## config.mk

```make
export PLATFORM = sky130hd
export DESIGN_NAME = aptr_cell
export DESIGN_NICKNAME = d
export VERILOG_FILES = /design/src/rtl/aptr_pkg.sv /design/src/rtl/aptr_cell.sv
export SDC_FILE = /design/constraint.sdc
export NUM_CORES = 1
export LEC_CHECK = 0
export CORE_ASPECT_RATIO = 0.75
export CORE_UTILIZATION = 60
export DETAILED_ROUTE_END_ITERATION = 6
export DONT_BUFFER_PORTS = 1
export GPL_ROUTABILITY_DRIVEN = 0
export PLACE_DENSITY_LB_ADDON = 0.12
export SKIP_LAST_GASP = 1
export SLEW_MARGIN = 5
export SYNTH_ARGS = -nofsm -noshare
export SYNTH_HDL_FRONTEND = slang
export SYNTH_SLANG_ARGS = --single-unit
export TNS_END_PERCENT = 1
```

## constraint.sdc

```tcl
create_clock -name i_clk -period 3.1 [get_ports i_clk]
set_input_delay 0.155 -clock i_clk [delete_from_list [all_inputs] [get_ports i_clk]]
set_output_delay 0.155 -clock i_clk [all_outputs]
set_load 0.1 [all_outputs]
```

## src/rtl/aptr_pkg.sv

```systemverilog
// Shared types, codes and helpers for the AABB pair contact tracker.
package aptr_pkg;

    localparam int ID_W  = 32;
    localparam int KEY_W = 2 * ID_W;
    localparam int CRD_W = 16;
    localparam int EV_W  = 2;

    localparam logic CMD_CHECK = 1'b0;
    localparam logic CMD_CLEAR = 1'b1;

    localparam logic [EV_W-1:0] EV_NONE  = 2'd0;
    localparam logic [EV_W-1:0] EV_ENTER = 2'd1;
    localparam logic [EV_W-1:0] EV_STAY  = 2'd2;
    localparam logic [EV_W-1:0] EV_EXIT  = 2'd3;

    typedef enum logic {
        S_IDLE,
        S_UPD
    } t_state;

    // Broadcast from the controller to every cell during the update cycle.
    typedef struct packed {
        logic clr;    // drop all slots
        logic upd;    // apply a check result
        logic alloc;  // no slot matched: lowest free slot takes the pair
        logic hit;    // boxes overlap now
    } t_cell_ctl;

    // Per-cell lookup status, registered at the transfer edge.
    typedef struct packed {
        logic match;  // slot holds the pair
        logic touch;  // slot holds the pair and its flag is set
    } t_cell_stat;

    // One axis: 2*|ca-cb| < sa+sb, exact.
    function automatic logic axis_overlap(
        input logic signed [CRD_W-1:0] ca,
        input logic signed [CRD_W-1:0] cb,
        input logic        [CRD_W-1:0] sa,
        input logic        [CRD_W-1:0] sb
    );
        logic signed [CRD_W:0] diff;
        logic        [CRD_W:0] gap;
        logic        [CRD_W:0] sum;
        diff = {ca[CRD_W-1], ca} - {cb[CRD_W-1], cb};
        gap  = diff[CRD_W] ? (~diff + 1'b1) : diff;
        sum  = {1'b0, sa} + {1'b0, sb};
        return {gap, 1'b0} < {1'b0, sum};
    endfunction

endpackage

```

## src/rtl/aptr_cell.sv

```systemverilog
// One pair slot: key, used and touching flags, and a key compare.
module aptr_cell (
    input  logic                        i_clk,
    input  logic                        i_rst_n,
    input  logic                        i_cmp_en,
    input  logic [aptr_pkg::KEY_W-1:0]  i_cmp_key,
    input  logic [aptr_pkg::KEY_W-1:0]  i_wr_key,
    input  aptr_pkg::t_cell_ctl         i_ctl,
    input  logic                        i_prev_used,
    output logic                        o_used,
    output aptr_pkg::t_cell_stat        o_stat
);
    import aptr_pkg::*;

    logic             r_used;
    logic             r_touch;
    logic [KEY_W-1:0] r_key;
    logic             r_match;
    logic             w_free_first;

    // Slots fill from the bottom and are only freed all at once,
    // so the first free slot is the one whose lower neighbor is used.
    assign w_free_first = i_prev_used && !r_used;

    always_ff @(posedge i_clk) begin
        if (!i_rst_n) begin
            r_used  <= 1'b0;
            r_touch <= 1'b0;
        end else if (i_ctl.clr) begin
            r_used  <= 1'b0;
            r_touch <= 1'b0;
        end else if (i_ctl.upd) begin
            if (r_match) begin
                r_touch <= i_ctl.hit;
            end else if (i_ctl.alloc && w_free_first) begin
                r_used  <= 1'b1;
                r_touch <= i_ctl.hit;
            end
        end
    end

    always_ff @(posedge i_clk) begin
        if (i_ctl.upd && i_ctl.alloc && w_free_first) begin
            r_key <= i_wr_key;
        end
        if (i_cmp_en) begin
            r_match <= r_used && (r_key == i_cmp_key);
        end
    end

    assign o_used       = r_used;
    assign o_stat.match = r_match;
    assign o_stat.touch = r_match && r_touch;
endmodule

```

* Word level (Yosys, flattened, before mapping) *
Index checks and enable logic that the tools add are counted.
Widths: inputs -> output; s select.

cells by class
  reductions and logical operators = 11
  multiplexer cells = 2
  eq/ne operators = 1
  bitwise gates (word level) = 2

operators by type and width
  operator           count
  $eq 64x64->1       1
  $logic_and 1x1->1  6
  $reduce_and 3->1   1
  $mux 1             2
  $not 1->1          2
  $reduce_and 2->1   1
  $reduce_bool 2->1  1
  $reduce_or 2->1    1
  $logic_not 1->1    1

storage, ports and cells
  register bits = 67
  output and inout port bits = 3
  word-level logic and storage cells = 20

* Logic depth before layout (Yosys ltp) *
  depth in word-level cells = 5
  gate-level depth with buffers = 5

* Worst setup path before layout *
Ideal clock, no wire load.

  kind = register to register
  start point = register r_used (netlist: o_used)
  end point = register r_used (netlist: o_used)
  stages on the path, launching flop included = 4
  period minus slack after synthesis = 2982 ps
  slack = 118 ps
  data arrival time = 2900 ps
  required time = 3018 ps
  cells stage by stage = dfxtp_1 > and4b_1 > a21oi_1 > nor3b_1

between the ends
  word-level cells in the longest chain between the ends = 4

ends and longest elaborated chain
  element                            RTL line         source
  start: declaration                 aptr_cell.sv:15  logic r_used;
  start signal: assignment           aptr_cell.sv:27  r_used <= 1'b0;
  start signal: assignment           aptr_cell.sv:30  r_used <= 1'b0;
  start signal: assignment           aptr_cell.sv:36  r_used <= 1'b1;
  $logic_not 1->1                    aptr_cell.sv:23  assign w_free_first = i_prev_used && !r_used;
  $logic_and 1x1->1                  aptr_cell.sv:23
  $logic_and 1x1->1                  aptr_cell.sv:35  end else if (i_ctl.alloc && w_free_first) begin
  $reduce_and 3->1 (no source line)  n/a

No other way between the ends.
A chain may end at the register's enable or synchronous reset.

* Worst setup path after layout *
Ends and elaborated chain as after synthesis.

==> results.json <==
{
  "grt_pass1_vias": 1904,
  "synth_top_area_frac": 0.695,
  "total_power_w": 0.00187,
  "status": "finished, final reports clean",
  "powerDensity_nw_per_um2": 495,
  "p_leak_nw": 1.29,
  "syn_inst": 177,
  "setup_tns_ns": 0,
  "required_ns": 3.37,
  "min_path_type": "in -> reg",
  "grt_start_max_net_pins": 40,
  "slew_headroom": 0.542,
  "rsz0062_at_grt": "false",
  "clk_pin_slew_ns": 0.06,
  "grt_util_met3": 0.132,
  "antenna_found_initial": 0,
  "cts_tree": "done",
  "slew_viol_final": 0,
  "path_class": "reg -> reg",
  "worst_slew_pin_slew_ns": 0.686,
  "async_reset_ff_frac": 0,
  "end_kind": "flop",
  "synth_top_area_cell": "edfxtp_1",
  "fillers": 235,
  "hold_viol": 0,
  "setup_violations": 0,
  "syn-num-nets": 313,
  "die_y_um": 61.3,
  "r2r_start": "o_used$_SDFFE_PP0P_",
  "crit_slowest_cell": "and4b_2",
  "cp_top_family": "simple AND/OR/NAND/NOR gates",
  "startpoint_type": "flop",
  "yosysSeqAreaShare": 0.709,
  "via_count": 1808,
  "antenna_cells": 0,
  "ys_types": 27,
  "clkLatencyLatePin_ns": 0.34,
  "first_pass_iters": 4,
  "initial_core_util": 0.629,
  "hp-start": "i_ctl[0]",
  "cap_violations": 0,
  "postRouteAntennaNets": 0,
  "avgSynthCellArea_um2": 15.9,
  "grt_pass1_wl_mm": 8.83,
  "die_area_um2": 4960,
  "critPathBufInv": 2,
  "fin_crit_ns": 2.34,
  "overflow": 0,
  "busiest_layer": "met2",
  "io_pins": 139,
  "grt_usage": 0.265,
  "postCtsResizedCells": 0,
  "timing.final.ws_setup_ns": 0.759,
  "std_cell_rows": 21,
  "synthTopCellsByArea": "edfxtp_1 69%, xnor2_1 12%, xor2_1 3.7%, nand4_1 2.4%, inv_1 2.1%",
  "drt-total-wl_mm": 6.37,
  "ir_worst_vdd_mv": 0.413,
  "fin_skew_ns": 0.0101,
  "slowest_delay_ns": 0.75,
  "post-place-ws_ns": 1.36,
  "worstPathMaxFanout": 39,
  "synth_edf_count": 65,
  "met2_usage": 0.478,
  "post_drt_via_cell_ratio": 5.65,
  "whs_ns": 0.0450,
  "path_cells": "and4b_2 > buf_12 > a21oi_1 > nor3b_1 > dlygate4sd3_1",
  "synth_area_um2": 2810,
  "cp-startpoint": "o_used$_SDFFE_PP0P_",
  "final_net_count": 395,
  "use_met1": 0.262,
  "h-tree-depth": 3,
  "core_um2": 4470,
  "area_delta_synth_final_pct": 34.3,
  "yosys_warnings": 0,
  "synth_flop_cell": "edfxtp_1",
  "period_share": 0.755,
  "cp.arrival_ns": 2.61,
  "drive_gt1_frac": 0.0798,
  "fmax_mhz": 427,
  "clkSinkCount": 67,
  "drcViolationCount": 0,
  "drtIter0Drc": 125,
  "numCtsBuffers": 9,
  "portBuffers": 0,
  "cts_buffer_depth": 2,
  "final_core_util": 0.845,
  "routedWlPerCell_um": 19.9,
  "dp_hpwl_mm": 3.73,
  "synth-seq-cells": 67,
  "die_x_um": 81.0,
  "clockRootBuffer": "clkbuf_8",
  "ys_top_cells_by_count": "65 x edfxtp_1, 37 x xnor2_1, 16 x inv_1, 12 x xor2_1, 11 x nand4_1",
  "yosysMostFrequentCell": "edfxtp_1"
}
-- flip-flops by register name, indices dropped and copies added (netlist names) --
name / flops
r_touch: 1
o_used: 1
r_key: 64
r_match: 1
-- repair_timing --
item / 4_1_cts / 5_1_grt
hold buffers: 68 / 0
hold endpoints to repair: 67 / 0
endpoints found under the setup margin: 0 / 0
setup buffers: 0 / 0
-- cell families (layout without fill, tap and decap cells) --
logic type | after synthesis | in the layout | synth area share
AO/OA/AOI/OAI | 17 | 17 | 0.0454
XOR/XNOR | 49 | 49 | 0.153
buffers and inverters | 17 | 103 | 0.0241
flip-flops | 67 | 67 | 0.709
multiplexers | 1 | 1 | 0.00356
AND/OR/NAND/NOR | 26 | 26 | 0.0650
-- worst register-to-register path: stages (launching register included) --
cell and delay [ns]:
dfxtp_1 0.33, and4b_2 0.75, buf_12 0.32, a21oi_1 0.13, nor3b_1 0.19, dlygate4sd3_1 0.57
-- cell type report --
cell class | count | area (um2) | area share
Timing Repair Buffer | 72 | 723 | 0.192
Multi-Input combinational cell | 93 | 751 | 0.199
Tap cell | 57 | 71.3 | 0.0189
Clock inverter | 3 | 40.0 | 0.0106
Sequential cell | 67 | 1990 | 0.528
Inverter | 16 | 60.1 | 0.0159
Clock buffer | 12 | 135 | 0.0358
-- placed cells by master, fill, tap and decap left out, types with 2 or more instances in the layout --
cell type      Yosys  layout
a22oi_1            2       2
xnor2_1           37      37
o2bb2ai_1          2       2
inv_1             16      16
nor4_2             2       2
o22ai_1            5       5
dlygate4sd3_1      0      68
a22o_1             2       2
nor3b_1            2       2
edfxtp_1          65      65
clkinv_2           0       2
clkbuf_1           0       3
clkbuf_8           0       9
buf_4              1       3
nand4_1           11      11
xor2_1            12      12
dfxtp_1            2       2
nor4_1             5       5
-- layer usage --
layer / part of all wire / vias up
met1: 0.34 / 848
li1: - / 828
met4: 0.023 / 0
met2: 0.54 / 118
met5: 0 / -
met3: 0.11 / 14
-- worst paths after layout --
kind	endpoint	slack, ns	depth (start not counted)
setup / recovery	o_used$_SDFFE_PP0P_	0.76	5
hold / removal	r_touch$_SDFFE_PP0P_	0.05	2
setup reg to reg	o_used$_SDFFE_PP0P_	0.76	5
hold reg to reg	r_touch$_SDFFE_PP0P_	0.54	2
-- power breakdown --
group          internal (W)  total (W)  switching [W]  leakage (nW)
logic              0.000101   0.000166      0.0000640         0.583
clock network      0.000365   0.000666       0.000300        0.0902
registers           0.00102    0.00104      0.0000114         0.613
-- metrics by stage --
| step | area [um2] | instances |
|---|---|---|
| floorplan | 2810 | 177 |
| global placement | 2920 | 237 |
| detailed placement | 2920 | 237 |
| CTS | 3770 | 320 |
| global route | 3770 | 320 |
| finish | 3770 | 320 |
No activity file was read; power rests on OpenSTA's default activity.
